File: config.mk
export PLATFORM = sky130hd
export DESIGN_NAME = servo_move_tracker_top
export DESIGN_NICKNAME = d
export VERILOG_FILES = /design/src/sv/svmt_pkg.sv /design/src/sv/svmt_front.sv /design/src/sv/svmt_time.sv /design/src/sv/svmt_back.sv /design/src/sv/servo_move_tracker_top.sv
export SDC_FILE = /design/constraint.sdc
export NUM_CORES = 2
export LEC_CHECK = 0
export ABC_AREA = 1
export CAP_MARGIN = 15
export CORE_UTILIZATION = 50
export CTS_CLUSTER_SIZE = 8
export DETAILED_ROUTE_END_ITERATION = 8
export DONT_BUFFER_PORTS = 1
export GPL_ROUTABILITY_DRIVEN = 1
export PLACE_DENSITY = 0.64
export SYNTH_ARGS = -nofsm -noshare
export SYNTH_HDL_FRONTEND = slang
export SYNTH_SLANG_ARGS = --single-unit
File: constraint.sdc
create_clock -name i_clk -period 11.3 [get_ports i_clk]
set_clock_uncertainty 0.1 [all_clocks]
set_input_delay 1.13 -clock i_clk [delete_from_list [all_inputs] [get_ports i_clk]]
set_output_delay 1.13 -clock i_clk [all_outputs]
set_load 0.005 [all_outputs]
File: src/sv/svmt_pkg.sv
// svmt_pkg: shared types, constants and helpers of the servo move tracker
// used by svmt_front, svmt_time, svmt_back and servo_move_tracker_top
package svmt_pkg;

    localparam int CMD_W   = 2;
    localparam int ID_W    = 4;
    localparam int RAW_W   = 16;
    localparam int POS_W   = 10;
    localparam int TIME_W  = 16;
    localparam int STAMP_W = 32;

    localparam int CFG_IDX_W  = 2;
    localparam int CFG_DATA_W = 16;

    localparam int S_DATA_W = 72;
    localparam int M_DATA_W = 32;

    localparam int SERVO_COUNT_DEF   = 8;
    localparam int DISTANCE_SPAN_DEF = 500;

    localparam logic [POS_W-1:0]  POS_MAX        = 10'd1000;
    localparam logic [POS_W-1:0]  POS_RESET      = 10'd500;
    localparam logic [TIME_W-1:0] MIN_RESET      = 16'd100;
    localparam logic [TIME_W-1:0] MAX_RESET      = 16'd2000;
    localparam logic [POS_W-1:0]  DEADZONE_RESET = 10'd5;

    localparam logic [CMD_W-1:0] CMD_SMOOTH    = 2'd0;
    localparam logic [CMD_W-1:0] CMD_DIRECT    = 2'd1;
    localparam logic [CMD_W-1:0] CMD_TICK      = 2'd2;
    localparam logic [CMD_W-1:0] CMD_RESET_ALL = 2'd3;

    localparam logic [CFG_IDX_W-1:0] REG_CENTER   = 2'd0;
    localparam logic [CFG_IDX_W-1:0] REG_MIN_TIME = 2'd1;
    localparam logic [CFG_IDX_W-1:0] REG_MAX_TIME = 2'd2;
    localparam logic [CFG_IDX_W-1:0] REG_DEADZONE = 2'd3;

    // command queue between front and back
    localparam int QDEPTH = 4;
    localparam int QA_W   = 2;

    // reciprocal divide: product magnitude below 2^MAG_W, span below 2^10
    localparam int MAG_W     = 26;
    localparam int REC_SHIFT = 36;
    localparam int REC_W     = 37;
    localparam int REC_SPLIT = 18;

    typedef struct packed {
        logic [CMD_W-1:0]   cmd;
        logic [ID_W-1:0]    id;
        logic [POS_W-1:0]   pos;
        logic [TIME_W-1:0]  mtime;
        logic [STAMP_W-1:0] now;
    } t_op;

    typedef struct packed {
        logic             vld;
        logic [POS_W-1:0] dval;
    } t_tm_req;

    typedef struct packed {
        logic              vld;
        logic [TIME_W-1:0] mtime;
    } t_tm_rsp;

    function automatic logic [POS_W-1:0] clamp_pos(input logic signed [RAW_W-1:0] p);
        logic [POS_W-1:0] r;
        if (p < 0) begin
            r = '0;
        end else if (p > $signed({6'b0, POS_MAX})) begin
            r = POS_MAX;
        end else begin
            r = p[POS_W-1:0];
        end
        return r;
    endfunction

    function automatic logic [POS_W-1:0] dist_of(input logic [POS_W-1:0] a,
                                                 input logic [POS_W-1:0] b);
        return (a > b) ? (a - b) : (b - a);
    endfunction

endpackage

File: src/sv/svmt_front.sv
// svmt_front: input beat acceptance, position clamp, id check and command queue
// depends on svmt_pkg
module svmt_front #(
    parameter int SERVO_COUNT = svmt_pkg::SERVO_COUNT_DEF
) (
    input  logic                              i_clk,
    input  logic                              i_rst_n,
    input  logic                              s_axis_tvalid,
    output logic                              s_axis_tready,
    input  logic [svmt_pkg::S_DATA_W-1:0]     s_axis_tdata,
    input  logic [svmt_pkg::CMD_W-1:0]        s_axis_tuser,
    output logic                              o_q_valid,
    input  logic                              i_q_ready,
    output svmt_pkg::t_op                     o_q_op
);

    svmt_pkg::t_op                 r_mem [svmt_pkg::QDEPTH];
    logic [svmt_pkg::QA_W:0]       r_cnt;
    logic [svmt_pkg::QA_W-1:0]     r_wp;
    logic [svmt_pkg::QA_W-1:0]     r_rp;

    svmt_pkg::t_op                 in_op;
    logic                          id_ok;
    logic                          keep;
    logic                          push;
    logic                          pop;

    always_comb begin
        in_op.cmd   = s_axis_tuser;
        in_op.id    = s_axis_tdata[3:0];
        in_op.pos   = svmt_pkg::clamp_pos($signed(s_axis_tdata[19:4]));
        in_op.mtime = s_axis_tdata[35:20];
        in_op.now   = s_axis_tdata[67:36];
        id_ok = (in_op.id != '0) && ({1'b0, in_op.id} <= 5'(SERVO_COUNT));
        // moves to an unknown servo are dropped here
        keep  = id_ok || (in_op.cmd == svmt_pkg::CMD_TICK)
                      || (in_op.cmd == svmt_pkg::CMD_RESET_ALL);
    end

    assign s_axis_tready = (r_cnt != (svmt_pkg::QA_W+1)'(svmt_pkg::QDEPTH));
    assign push          = s_axis_tvalid && s_axis_tready && keep;
    assign o_q_valid     = (r_cnt != '0);
    assign pop           = o_q_valid && i_q_ready;
    assign o_q_op        = r_mem[r_rp];

    always_ff @(posedge i_clk) begin
        if (push) begin
            r_mem[r_wp] <= in_op;
        end
    end

    always_ff @(posedge i_clk) begin
        if (!i_rst_n) begin
            r_cnt <= '0;
            r_wp  <= '0;
            r_rp  <= '0;
        end else begin
            if (push) begin
                r_wp <= r_wp + 1'b1;
            end
            if (pop) begin
                r_rp <= r_rp + 1'b1;
            end
            if (push && !pop) begin
                r_cnt <= r_cnt + 1'b1;
            end else if (pop && !push) begin
                r_cnt <= r_cnt - 1'b1;
            end
        end
    end

endmodule

File: src/sv/svmt_time.sv
// svmt_time: three-stage move time unit, min + d*(max-min)/span clamped
// depends on svmt_pkg; the span divide is a split reciprocal multiply
module svmt_time #(
    parameter int DISTANCE_SPAN = svmt_pkg::DISTANCE_SPAN_DEF
) (
    input  logic                          i_clk,
    input  logic                          i_rst_n,
    input  svmt_pkg::t_tm_req             i_req,
    input  logic [svmt_pkg::TIME_W-1:0]   i_min_time,
    input  logic [svmt_pkg::TIME_W-1:0]   i_max_time,
    output svmt_pkg::t_tm_rsp             o_rsp
);

    localparam int HI_W = svmt_pkg::REC_W - svmt_pkg::REC_SPLIT;
    localparam logic [63:0] RECIP64 =
        ((64'd1 << svmt_pkg::REC_SHIFT) + 64'(DISTANCE_SPAN) - 64'd1) / 64'(DISTANCE_SPAN);
    localparam logic [svmt_pkg::REC_W-1:0] RECIP = RECIP64[svmt_pkg::REC_W-1:0];
    localparam logic [HI_W-1:0] REC_HI = RECIP[svmt_pkg::REC_W-1:svmt_pkg::REC_SPLIT];
    localparam logic [svmt_pkg::REC_SPLIT-1:0] REC_LO = RECIP[svmt_pkg::REC_SPLIT-1:0];

    logic                                        r_v1, r_v2;
    logic signed [27:0]                          r_prod;
    logic                                        r_neg;
    logic [svmt_pkg::MAG_W+HI_W-1:0]             r_phi;
    logic [svmt_pkg::MAG_W+svmt_pkg::REC_SPLIT-1:0] r_plo;
    logic [svmt_pkg::TIME_W-1:0]                 r_time;
    logic                                        r_v3;

    logic signed [16:0]                          span_diff;
    logic signed [27:0]                          prod;
    logic [27:0]                                 mag_full;
    logic [svmt_pkg::MAG_W-1:0]                  mag;
    logic [63:0]                                 acc;
    logic [27:0]                                 quo;
    logic signed [28:0]                          tval;
    logic signed [28:0]                          lo_s, hi_s;

    always_comb begin
        span_diff = $signed({1'b0, i_max_time}) - $signed({1'b0, i_min_time});
        prod      = $signed({1'b0, i_req.dval}) * span_diff;
        mag_full  = r_prod[27] ? 28'(-r_prod) : 28'(r_prod);
        mag       = mag_full[svmt_pkg::MAG_W-1:0];
        acc       = 64'({r_phi, {svmt_pkg::REC_SPLIT{1'b0}}}) + 64'(r_plo);
        quo       = acc[svmt_pkg::REC_SHIFT +: 28];
        lo_s      = $signed({13'b0, i_min_time});
        hi_s      = $signed({13'b0, i_max_time});
        // truncation toward zero: divide the magnitude, then restore the sign
        tval      = r_neg ? (lo_s - $signed({1'b0, quo})) : (lo_s + $signed({1'b0, quo}));
    end

    always_ff @(posedge i_clk) begin
        r_prod <= prod;
        r_neg  <= r_prod[27];
        r_phi  <= mag * REC_HI;
        r_plo  <= mag * REC_LO;
        if (tval < lo_s) begin
            r_time <= i_min_time;
        end else if (tval > hi_s) begin
            r_time <= i_max_time;
        end else begin
            r_time <= tval[svmt_pkg::TIME_W-1:0];
        end
    end

    always_ff @(posedge i_clk) begin
        if (!i_rst_n) begin
            r_v1 <= 1'b0;
            r_v2 <= 1'b0;
            r_v3 <= 1'b0;
        end else begin
            r_v1 <= i_req.vld;
            r_v2 <= r_v1;
            r_v3 <= r_v2;
        end
    end

    assign o_rsp.vld   = r_v3;
    assign o_rsp.mtime = r_time;

endmodule

File: src/sv/svmt_back.sv
// svmt_back: servo state, configuration registers, command sequencer, result register
// depends on svmt_pkg and svmt_time
module svmt_back #(
    parameter int SERVO_COUNT   = svmt_pkg::SERVO_COUNT_DEF,
    parameter int DISTANCE_SPAN = svmt_pkg::DISTANCE_SPAN_DEF
) (
    input  logic                              i_clk,
    input  logic                              i_rst_n,
    input  logic                              i_q_valid,
    output logic                              o_q_ready,
    input  svmt_pkg::t_op                     i_q_op,
    input  logic                              i_cfg_valid,
    output logic                              o_cfg_ready,
    input  logic [svmt_pkg::CFG_IDX_W-1:0]    i_cfg_index,
    input  logic [svmt_pkg::CFG_DATA_W-1:0]   i_cfg_data,
    output logic                              m_axis_tvalid,
    input  logic                              m_axis_tready,
    output logic [svmt_pkg::M_DATA_W-1:0]     m_axis_tdata,
    output logic                              m_axis_tlast
);

    localparam int IW = $clog2(SERVO_COUNT);
    localparam logic [IW-1:0] LAST_IDX = IW'(SERVO_COUNT - 1);

    localparam logic [3:0] S_IDLE     = 4'd0;
    localparam logic [3:0] S_SMOOTH   = 4'd1;
    localparam logic [3:0] S_SM_WAIT  = 4'd2;
    localparam logic [3:0] S_SM_EMIT  = 4'd3;
    localparam logic [3:0] S_DIRECT   = 4'd4;
    localparam logic [3:0] S_TK_SCAN  = 4'd5;
    localparam logic [3:0] S_TK_WAIT  = 4'd6;
    localparam logic [3:0] S_RA_MAX   = 4'd7;
    localparam logic [3:0] S_RA_WAIT  = 4'd8;
    localparam logic [3:0] S_RA_EMIT  = 4'd9;

    logic [3:0]                     r_state, n_state;
    svmt_pkg::t_op                  r_op;
    logic [IW-1:0]                  r_idx;
    logic [svmt_pkg::POS_W-1:0]     r_maxd;
    logic [svmt_pkg::TIME_W-1:0]    r_t;

    logic [svmt_pkg::POS_W-1:0]     r_center;
    logic [svmt_pkg::TIME_W-1:0]    r_min_time;
    logic [svmt_pkg::TIME_W-1:0]    r_max_time;
    logic [svmt_pkg::POS_W-1:0]     r_deadzone;

    logic [svmt_pkg::POS_W-1:0]     r_cur   [SERVO_COUNT];
    logic [svmt_pkg::POS_W-1:0]     r_tgt   [SERVO_COUNT];
    logic [svmt_pkg::STAMP_W-1:0]   r_start [SERVO_COUNT];
    logic [SERVO_COUNT-1:0]         r_moving;

    logic                           r_out_valid;
    logic [svmt_pkg::ID_W-1:0]      r_out_id;
    logic [svmt_pkg::POS_W-1:0]     r_out_pos;
    logic [svmt_pkg::TIME_W-1:0]    r_out_time;
    logic                           r_out_last;

    svmt_pkg::t_tm_req              tm_req;
    svmt_pkg::t_tm_rsp              tm_rsp;

    logic [3:0]                     slot_full;
    logic [IW-1:0]                  slot;
    logic [4:0]                     idx_p1;
    logic                           idx_last;
    logic                           out_ok;
    logic                           emit_now;
    logic [svmt_pkg::POS_W-1:0]     sm_dist;
    logic [svmt_pkg::POS_W-1:0]     tk_dist;
    logic [svmt_pkg::POS_W-1:0]     ra_dist;
    logic [svmt_pkg::POS_W-1:0]     ra_peak;
    logic [svmt_pkg::POS_W-1:0]     center_pos;
    logic [svmt_pkg::STAMP_W-1:0]   elapsed;
    logic                           done_move;

    svmt_time #(
        .DISTANCE_SPAN (DISTANCE_SPAN)
    ) u_time (
        .i_clk      (i_clk),
        .i_rst_n    (i_rst_n),
        .i_req      (tm_req),
        .i_min_time (r_min_time),
        .i_max_time (r_max_time),
        .o_rsp      (tm_rsp)
    );

    always_comb begin
        slot_full  = r_op.id - 4'd1;
        slot       = slot_full[IW-1:0];
        idx_p1     = 5'(r_idx) + 5'd1;
        idx_last   = (r_idx == LAST_IDX);
        out_ok     = !r_out_valid || m_axis_tready;
        emit_now   = out_ok && ((r_state == S_SM_EMIT) || (r_state == S_DIRECT) ||
                                (r_state == S_RA_EMIT));
        sm_dist    = svmt_pkg::dist_of(r_op.pos, r_cur[slot]);
        tk_dist    = svmt_pkg::dist_of(r_tgt[r_idx], r_cur[r_idx]);
        // reset-all measures from the raw centre value, up to 1023
        ra_dist    = svmt_pkg::dist_of(r_center, r_cur[r_idx]);
        ra_peak    = (ra_dist > r_maxd) ? ra_dist : r_maxd;
        center_pos = svmt_pkg::clamp_pos($signed({6'b0, r_center}));
        elapsed    = r_op.now - r_start[r_idx];
        done_move  = (elapsed >= {16'b0, tm_rsp.mtime});
    end

    always_comb begin
        n_state     = r_state;
        o_q_ready   = 1'b0;
        tm_req.vld  = 1'b0;
        tm_req.dval = sm_dist;
        unique case (r_state)
            S_IDLE: begin
                o_q_ready = 1'b1;
                if (i_q_valid) begin
                    unique case (i_q_op.cmd)
                        svmt_pkg::CMD_SMOOTH:    n_state = S_SMOOTH;
                        svmt_pkg::CMD_DIRECT:    n_state = S_DIRECT;
                        svmt_pkg::CMD_TICK:      n_state = S_TK_SCAN;
                        svmt_pkg::CMD_RESET_ALL: n_state = S_RA_MAX;
                        default:                 n_state = S_IDLE;
                    endcase
                end
            end
            S_SMOOTH: begin
                if (sm_dist <= r_deadzone) begin
                    n_state = S_IDLE;
                end else begin
                    tm_req.vld = 1'b1;
                    n_state    = S_SM_WAIT;
                end
            end
            S_SM_WAIT: begin
                if (tm_rsp.vld) begin
                    n_state = S_SM_EMIT;
                end
            end
            S_SM_EMIT, S_DIRECT: begin
                if (out_ok) begin
                    n_state = S_IDLE;
                end
            end
            S_TK_SCAN: begin
                tm_req.dval = tk_dist;
                if (r_moving[r_idx]) begin
                    tm_req.vld = 1'b1;
                    n_state    = S_TK_WAIT;
                end else if (idx_last) begin
                    n_state = S_IDLE;
                end
            end
            S_TK_WAIT: begin
                if (tm_rsp.vld) begin
                    n_state = idx_last ? S_IDLE : S_TK_SCAN;
                end
            end
            S_RA_MAX: begin
                tm_req.dval = ra_peak;
                if (idx_last) begin
                    tm_req.vld = 1'b1;
                    n_state    = S_RA_WAIT;
                end
            end
            S_RA_WAIT: begin
                if (tm_rsp.vld) begin
                    n_state = S_RA_EMIT;
                end
            end
            S_RA_EMIT: begin
                if (out_ok && idx_last) begin
                    n_state = S_IDLE;
                end
            end
            default: n_state = S_IDLE;
        endcase
    end

    always_ff @(posedge i_clk) begin
        if (!i_rst_n) begin
            r_state     <= S_IDLE;
            r_idx       <= '0;
            r_maxd      <= '0;
            r_out_valid <= 1'b0;
            r_center    <= svmt_pkg::POS_RESET;
            r_min_time  <= svmt_pkg::MIN_RESET;
            r_max_time  <= svmt_pkg::MAX_RESET;
            r_deadzone  <= svmt_pkg::DEADZONE_RESET;
            r_moving    <= '0;
            for (int i = 0; i < SERVO_COUNT; i++) begin
                r_cur[i]   <= svmt_pkg::POS_RESET;
                r_tgt[i]   <= svmt_pkg::POS_RESET;
                r_start[i] <= '0;
            end
        end else begin
            r_state <= n_state;
            if (emit_now) begin
                r_out_valid <= 1'b1;
            end else if (m_axis_tready) begin
                r_out_valid <= 1'b0;
            end
            if (i_cfg_valid) begin
                unique case (i_cfg_index)
                    svmt_pkg::REG_CENTER:   r_center   <= i_cfg_data[svmt_pkg::POS_W-1:0];
                    svmt_pkg::REG_MIN_TIME: r_min_time <= i_cfg_data;
                    svmt_pkg::REG_MAX_TIME: r_max_time <= i_cfg_data;
                    svmt_pkg::REG_DEADZONE: r_deadzone <= i_cfg_data[svmt_pkg::POS_W-1:0];
                    default: ;
                endcase
            end
            unique case (r_state)
                S_IDLE: begin
                    r_idx  <= '0;
                    r_maxd <= '0;
                    if (i_q_valid) begin
                        r_op <= i_q_op;
                    end
                end
                S_SM_WAIT, S_RA_WAIT: begin
                    if (tm_rsp.vld) begin
                        r_t <= tm_rsp.mtime;
                    end
                end
                S_SM_EMIT: begin
                    if (out_ok) begin
                        r_out_id       <= r_op.id;
                        r_out_pos      <= r_op.pos;
                        r_out_time     <= r_t;
                        r_out_last     <= 1'b1;
                        r_tgt[slot]    <= r_op.pos;
                        r_start[slot]  <= r_op.now;
                        r_moving[slot] <= 1'b1;
                    end
                end
                S_DIRECT: begin
                    if (out_ok) begin
                        r_out_id       <= r_op.id;
                        r_out_pos      <= r_op.pos;
                        r_out_time     <= r_op.mtime;
                        r_out_last     <= 1'b1;
                        r_cur[slot]    <= r_op.pos;
                        r_tgt[slot]    <= r_op.pos;
                        r_start[slot]  <= r_op.now;
                        r_moving[slot] <= 1'b0;
                    end
                end
                S_TK_SCAN: begin
                    if (!r_moving[r_idx] && !idx_last) begin
                        r_idx <= idx_p1[IW-1:0];
                    end
                end
                S_TK_WAIT: begin
                    if (tm_rsp.vld) begin
                        if (done_move) begin
                            r_cur[r_idx]    <= r_tgt[r_idx];
                            r_moving[r_idx] <= 1'b0;
                        end
                        if (!idx_last) begin
                            r_idx <= idx_p1[IW-1:0];
                        end
                    end
                end
                S_RA_MAX: begin
                    r_maxd <= ra_peak;
                    r_idx  <= idx_last ? '0 : idx_p1[IW-1:0];
                end
                S_RA_EMIT: begin
                    if (out_ok) begin
                        r_out_id        <= idx_p1[svmt_pkg::ID_W-1:0];
                        r_out_pos       <= center_pos;
                        r_out_time      <= r_t;
                        r_out_last      <= idx_last;
                        r_cur[r_idx]    <= center_pos;
                        r_tgt[r_idx]    <= center_pos;
                        r_start[r_idx]  <= r_op.now;
                        r_moving[r_idx] <= 1'b0;
                        if (!idx_last) begin
                            r_idx <= idx_p1[IW-1:0];
                        end
                    end
                end
                default: ;
            endcase
        end
    end

    assign o_cfg_ready   = 1'b1;
    assign m_axis_tvalid = r_out_valid;
    assign m_axis_tdata  = {2'b0, r_out_time, r_out_pos, r_out_id};
    assign m_axis_tlast  = r_out_last;

endmodule

File: src/sv/servo_move_tracker_top.sv
// Servo move tracker, top level.
// Input stream: one beat per command (tuser = command, tdata = id, position,
// move time and time stamp). Output stream: one beat per move command sent,
// tlast marks the final beat caused by an input beat. Smooth moves inside the
// deadzone, ticks and moves to unknown ids give no output beat.
// Config channel: i_cfg_valid/o_cfg_ready with a register index and data;
// always ready, write only while the block is idle.
// Front: classifies beats into a four-entry queue, so input is taken while the
// back end works. Back: sequencer over the servo state and a three-stage move
// time unit; the back end takes a queue item only when idle. A direct move
// emits with no time request; a smooth move asks the move time unit, waits
// and emits, or ends inside the deadzone; a tick asks for each moving servo;
// reset-all finds the peak distance, asks once and emits a beat per servo.
// Results pass through one output register; when the receiver stalls the back
// end holds, the queue fills, and then s_axis_tready drops.
// Reset (synchronous, active low) sets all servos to position 500, not
// moving, and loads the register defaults; no clearing pass is needed.
// depends on svmt_pkg, svmt_front, svmt_back
module servo_move_tracker_top #(
    parameter int SERVO_COUNT   = svmt_pkg::SERVO_COUNT_DEF,
    parameter int DISTANCE_SPAN = svmt_pkg::DISTANCE_SPAN_DEF
) (
    input  logic                              i_clk,
    input  logic                              i_rst_n,
    input  logic                              s_axis_tvalid,
    output logic                              s_axis_tready,
    // [3:0] servo_id, [19:4] position, [35:20] move_time, [67:36] time_ms
    input  logic [svmt_pkg::S_DATA_W-1:0]     s_axis_tdata,
    // [1:0] command
    input  logic [svmt_pkg::CMD_W-1:0]        s_axis_tuser,
    output logic                              m_axis_tvalid,
    input  logic                              m_axis_tready,
    // [3:0] out_servo_id, [13:4] out_position, [29:14] out_move_time
    output logic [svmt_pkg::M_DATA_W-1:0]     m_axis_tdata,
    output logic                              m_axis_tlast,
    input  logic                              i_cfg_valid,
    output logic                              o_cfg_ready,
    input  logic [svmt_pkg::CFG_IDX_W-1:0]    i_cfg_index,
    input  logic [svmt_pkg::CFG_DATA_W-1:0]   i_cfg_data
);

    logic          q_valid;
    logic          q_ready;
    svmt_pkg::t_op q_op;

    svmt_front #(
        .SERVO_COUNT (SERVO_COUNT)
    ) u_front (
        .i_clk         (i_clk),
        .i_rst_n       (i_rst_n),
        .s_axis_tvalid (s_axis_tvalid),
        .s_axis_tready (s_axis_tready),
        .s_axis_tdata  (s_axis_tdata),
        .s_axis_tuser  (s_axis_tuser),
        .o_q_valid     (q_valid),
        .i_q_ready     (q_ready),
        .o_q_op        (q_op)
    );

    svmt_back #(
        .SERVO_COUNT   (SERVO_COUNT),
        .DISTANCE_SPAN (DISTANCE_SPAN)
    ) u_back (
        .i_clk         (i_clk),
        .i_rst_n       (i_rst_n),
        .i_q_valid     (q_valid),
        .o_q_ready     (q_ready),
        .i_q_op        (q_op),
        .i_cfg_valid   (i_cfg_valid),
        .o_cfg_ready   (o_cfg_ready),
        .i_cfg_index   (i_cfg_index),
        .i_cfg_data    (i_cfg_data),
        .m_axis_tvalid (m_axis_tvalid),
        .m_axis_tready (m_axis_tready),
        .m_axis_tdata  (m_axis_tdata),
        .m_axis_tlast  (m_axis_tlast)
    );

endmodule
* After elaboration in Yosys (flattened, before gate mapping)
Memories as Yosys holds them, arrays and structs flattened. A register that Yosys moved wholly into a read port is not among the register bits. Cells that the tools add are included.
Word-level totals: flip-flop bits (word level) 318, memory bits (writable) 672, input bits 97, word-level logic and storage cells 276, memories 4
Memories:
- u_back.r_start | words 8, bits a word 32, read ports 1, clocked after memory_dff 1, write ports 8, RTL line svmt_back.sv:49 | logic [svmt_pkg::STAMP_W-1:0] r_start [SERVO_COUNT];
- u_front.r_mem | words 4, bits a word 64, read ports 1, clocked after memory_dff 1, write ports 1, RTL line svmt_front.sv:17 | svmt_pkg::t_op r_mem [svmt_pkg::QDEPTH];
- u_back.r_cur | words 8, bits a word 10, read ports 2, clocked after memory_dff 1, write ports 8, RTL line svmt_back.sv:47 | logic [svmt_pkg::POS_W-1:0] r_cur [SERVO_COUNT];
- u_back.r_tgt | words 8, bits a word 10, read ports 1, clocked after memory_dff 1, write ports 8, RTL line svmt_back.sv:48 | logic [svmt_pkg::POS_W-1:0] r_tgt [SERVO_COUNT];
Cells by class: $add $sub $neg 18, $mul 3, $lt $le $gt $ge 16, eq/ne operators 33, muxes and demuxes 112, bitwise gates (word level) 8, reduce and logical (&&, ||, !) cells 53
Operators by type and width (number):
- $mux W10 | 15
- $mux W32 | 3
- $mux W16 | 4
- $reduce_or A32 Y1 | 2
- $mux W3 | 20
- $pmux W10 S2 | 3
- $sub A10 B10 Y10 | 6
- $add A54 B43 Y55 | 1
- $mux W4 | 11
- $mul A26 B16 Y42 const B | 1
- $gt A10 B10 Y1 | 4
- $mux W8 | 5
- $reduce_or A10 Y1 | 4
- $pmux W4 S9 | 1
- $mux W1 | 35
- $mul A26 B8 Y34 const B | 1
- $ge A32 B16 Y1 | 1
- $pmux W16 S2 | 1
- $pmux W8 S4 | 1
- $sub A32 B32 Y32 | 1
- $gt A29 B17 Y1 | 1
- $lt A29 B17 Y1 | 1
- $mux W29 | 1
- $mul A11 B17 Y28 | 1
- 54 further kinds | 119

* Logic depth before layout (Yosys ltp)
depth after elaboration 10, depth in mapped cells 62

* By module
A second synthesis with hierarchy kept.
Unflattened totals: cell total of the unflattened synthesis 7445, area, all modules 66356.1 µm²
By module, submodules not included:
- svmt_back | times used 1, cells an instance 3719, area each 32713.9 µm², seq. area each 17386.7 µm²
- svmt_time | times used 1, cells an instance 2994, area each 23467.5 µm², seq. area each 2082.0 µm²
- svmt_front | times used 1, cells an instance 732, area each 10174.8 µm², seq. area each 7867.5 µm²

* Worst setup path before layout
Ideal clock, no wire load.
kind register to register, from register with a tool-made name, to register u_back.u_time.r_prod[27], library setup time 127 ps, arrival time 10025 ps, path slack 1048 ps, cell stages (with the launch flop) 54, period minus slack after synthesis 10252 ps, path through dfxtp_1 buf_2 clkbuf_1 clkbuf_1 clkbuf_1 o21ai_0 nand2_1 inv_1 o21ai_0 inv_1 fa_1 a21oi_1 nor2_1 nor3_2 o21ai_1 nand2_2 inv_2 nand2_1 [... 18 more ...] fa_1 inv_1 ha_1 fa_1 inv_1 fa_1 inv_1 ha_1 a21oi_1 a21boi_0 o21ai_1 a21oi_1 o21ai_1 a21oi_1 o21ai_1 a21boi_0 o21ai_0 xor2_1
RTL lines:
- end signal, assigned | RTL line svmt_time.sv:52 | r_prod <= prod;
- end, declared | RTL line svmt_time.sv:22 | logic signed [27:0] r_prod;

==> impl_metrics.py <==
metrics = {
    "yosys": {
        "synth_top_area_share_pct": 35.79,
        "synth-seq-cells": 975,
        "ys_seq_area_share_pct": 41.72,
        "syn_area_sq_mm": 0.06553,
        "synth_warnings": 0,
        "synth-edff-count": 781,
        "syn-mean-instance-area_sq_um": 9.077,
        "synth.most_common_cell": "inv_1",
        "synth_common_cells": "inv_1, nand2_1, nor2_1, edfxtp_1, o21ai_0",
        "synth_area_leaders": "edfxtp_1, fa_1, ha_1, inv_1, nand2_1",
        "synthCells": 7219,
        "synth_ff_type": "edfxtp_1",
        "synth.largest_area_cell": "edfxtp_1",
        "synth_cell_types": 68,
        "async_flop_share_pct": 0,
    },
    "detailed_routing": {
        "viasPerCell": 5.573,
        "route.detailed.drc": 0,
        "vias": 50560,
        "dr.pass1.iters": 7,
        "finalWirelength_mm": 187.9,
        "drtAntennaViolNets": 0,
        "wl_per_cell_um": 20.71,
        "drtIter0Drc": 5124,
    },
    "layout": {
        "fin_nets": 8219,
        "syn_to_final_growth_pct": 9.839,
        "drive_above_1_share_pct": 6.186,
    },
    "clocking": {
        "clock-root-buffer": "clkbuf_16",
        "cts.sinks": 975,
        "cts_hold_buf": 0,
        "cts.htree.levels": 4,
        "cts_buffer_depth": 3,
        "tritoncts": "built",
        "cts_buffers": 142,
        "clk_latency_ps": 780,
        "clkTransAtPathRegs_ps": 50,
    },
    "global_route": {
        "grt_pass1_wl_mm": 287.8,
        "grt_max_degree": 169,
        "grt.total_usage_pct": 28.51,
        "first_global_vias": 48860,
        "overflow": 0,
        "grt_antenna_before_repair": 9,
    },
    "placed_design": {
        "hpwl_mm": 134.6,
        "port_buffers": 0,
        "gp_congestion": 0.9515,
    },
    "floorplan": {
        "die_area_sq_mm": 0.1325,
        "rows": 132,
        "die_w_um": 364.0,
        "start_util_pct": 50.48,
        "io-pin-count": 133,
        "die_h_um": 364.0,
        "coreArea_sq_mm": 0.1298,
    },
    "sta": {
        "hold_viol": 0,
        "fmax_mhz": 95.74,
        "fin_crit_sh_pct": 92.43,
        "rsz0062_at_grt": "no",
        "max_slew.worst_pin.slew_ps": 1166,
        "max_slew_margin_pct": 22.28,
        "fin_setup_tns_ps": 0,
        "fin_crit_ps": 10440,
        "setup_violations": 0,
        "drv_slew": 0,
    },
    "worst_hold_path": {
        "min_delay_path_depth": 2,
        "hp-start": "u_back.u_time.r_v2",
        "hold_path_end": "u_back.u_time.r_v3",
        "hp-class": "flip-flop to flip-flop",
    },
    "worst_setup_path": {
        "critPathLaunchType": "flip-flop",
        "worstSetupPathType": "flip-flop to flip-flop",
        "worstPathMaxFanout": 19,
        "endpoint_kind": "flip-flop",
        "slowest_delay_ps": 610,
        "reg2reg_depth": 55,
        "crit_required_ps": 11820,
        "slowest_stage": "fa_1",
        "cp_data_arrival_time_ps": 10960,
        "r2r_slack_ps": 860,
        "reg2reg_to": "u_back.u_time.r_prod[22]",
        "cpMostUsedCell": "nand2_1",
    },
    "flow_run": {
        "drv_cap": 0,
    },
    "status": {
        "outcome": "finished, final reports clean",
    },
}
==> layout make-up <==
type                            instances  area (sq um)
Clock buffer                          201          3826
Timing Repair Buffer                  115         890.9
Inverter                             1173          4409
Tap cell                             1742          2180
Antenna cell                            7         17.52
Clock inverter                         18         406.6
Multi-Input combinational cell       4841         32900
Fill cell                           11680         57840
Sequential cell                       975         27350
==> cell families after synthesis <==
group / synth area share (%)
AOI/OAI and AO/OA: 12.12
xor gates and xnor gates: 2.352
adders and majority gates: 20.58
buffers and inverters: 8.254
DFF: 41.72
muxes: 0.04583
other: 0.01146
and+or+nand+nor: 14.91
==> layout by cell type (no fill, tap or decap), types with 130 or more instances in the layout <==
cell type     n
o21ai_0     618
edfxtp_1    781
fa_1        340
ha_1        533
dfxtp_1     189
xor2_1      130
a21oi_1     394
clkbuf_16   143
nand2_1    1041
nor2_1      968
inv_1      1131
==> worst max-delay path, delay by kind of cell (launching register included) <==
| kind | cells | cell delay [ps] |
|---|---|---|
| AND/OR/NAND/NOR | 17 | 1750 |
| AO/OA/AOI/OAI | 16 | 2470 |
| buffers and inverters | 12 | 1380 |
| adder cells (fa/ha/maj) | 8 | 3770 |
| flip-flops | 1 | 450 |
| XOR/XNOR | 2 | 400 |
==> metal layers <==
| layer | share of wire (%) | vias to the layer above | global-route usage, % |
|---|---|---|---|
| met1 | 45 | 24560 | 41.11 |
| met4 | 2.3 | 4 | 7.505 |
| li1 | - | 23960 | - |
| met3 | 8.1 | 242 | 5.555 |
| met5 | 0.018 | - | 0 |
| met2 | 45 | 1790 | 43.88 |
==> how the worst max path moves through the flow <==
stage | end | cells after the start
final | u_back.u_time.r_prod[22] | 55
after global routing | u_back.u_time.r_prod[22] | 56
after CTS | u_back.u_time.r_prod[27] | 51
after detailed placement | u_back.u_time.r_prod[27] | 51
after global placement | u_back.u_time.r_prod[27] | 52
after floorplan | u_back.u_time.r_prod[27] | 53
==> metrics by stage <==
step | hold WS, ps | setup slack (ps) | util, % | instances | instance area (sq um)
floorplan | 229.0 | 1048 | - | 7220 | 65530
global placement | 298.7 | 525.3 | 52.08 | 8835 | 67610
detailed placement | 306.2 | 376.0 | 52.08 | 8835 | 67610
CTS | 299.2 | 325.7 | 55.34 | 9054 | 71840
global route | 304.2 | 38.50 | 55.44 | 9071 | 71970
finish | 317.2 | 855.3 | 55.45 | 9072 | 71980
==> flip-flops by register name, indices dropped and copies added (netlist names), 24 cells and up, named ones only <==
signal                cells
u_back.r_start          256
u_front.r_mem           256
u_back.r_cur             80
u_back.r_tgt             80
u_back.r_op              62
u_back.u_time.r_phi      33
u_back.u_time.r_prod     27
u_back.u_time.r_plo      24
==> what timing repair did <==
| item | in CTS | in global routing |
|---|---|---|
| gates resized for setup | 0 | 15 |
| endpoints found under the setup margin | 0 | 7 |
| buffers inserted | 0 | 10 |
Power is left out: the tool's default activity adds up to more than one toggle a clock period on the data nets, which glitch-free logic cannot reach.
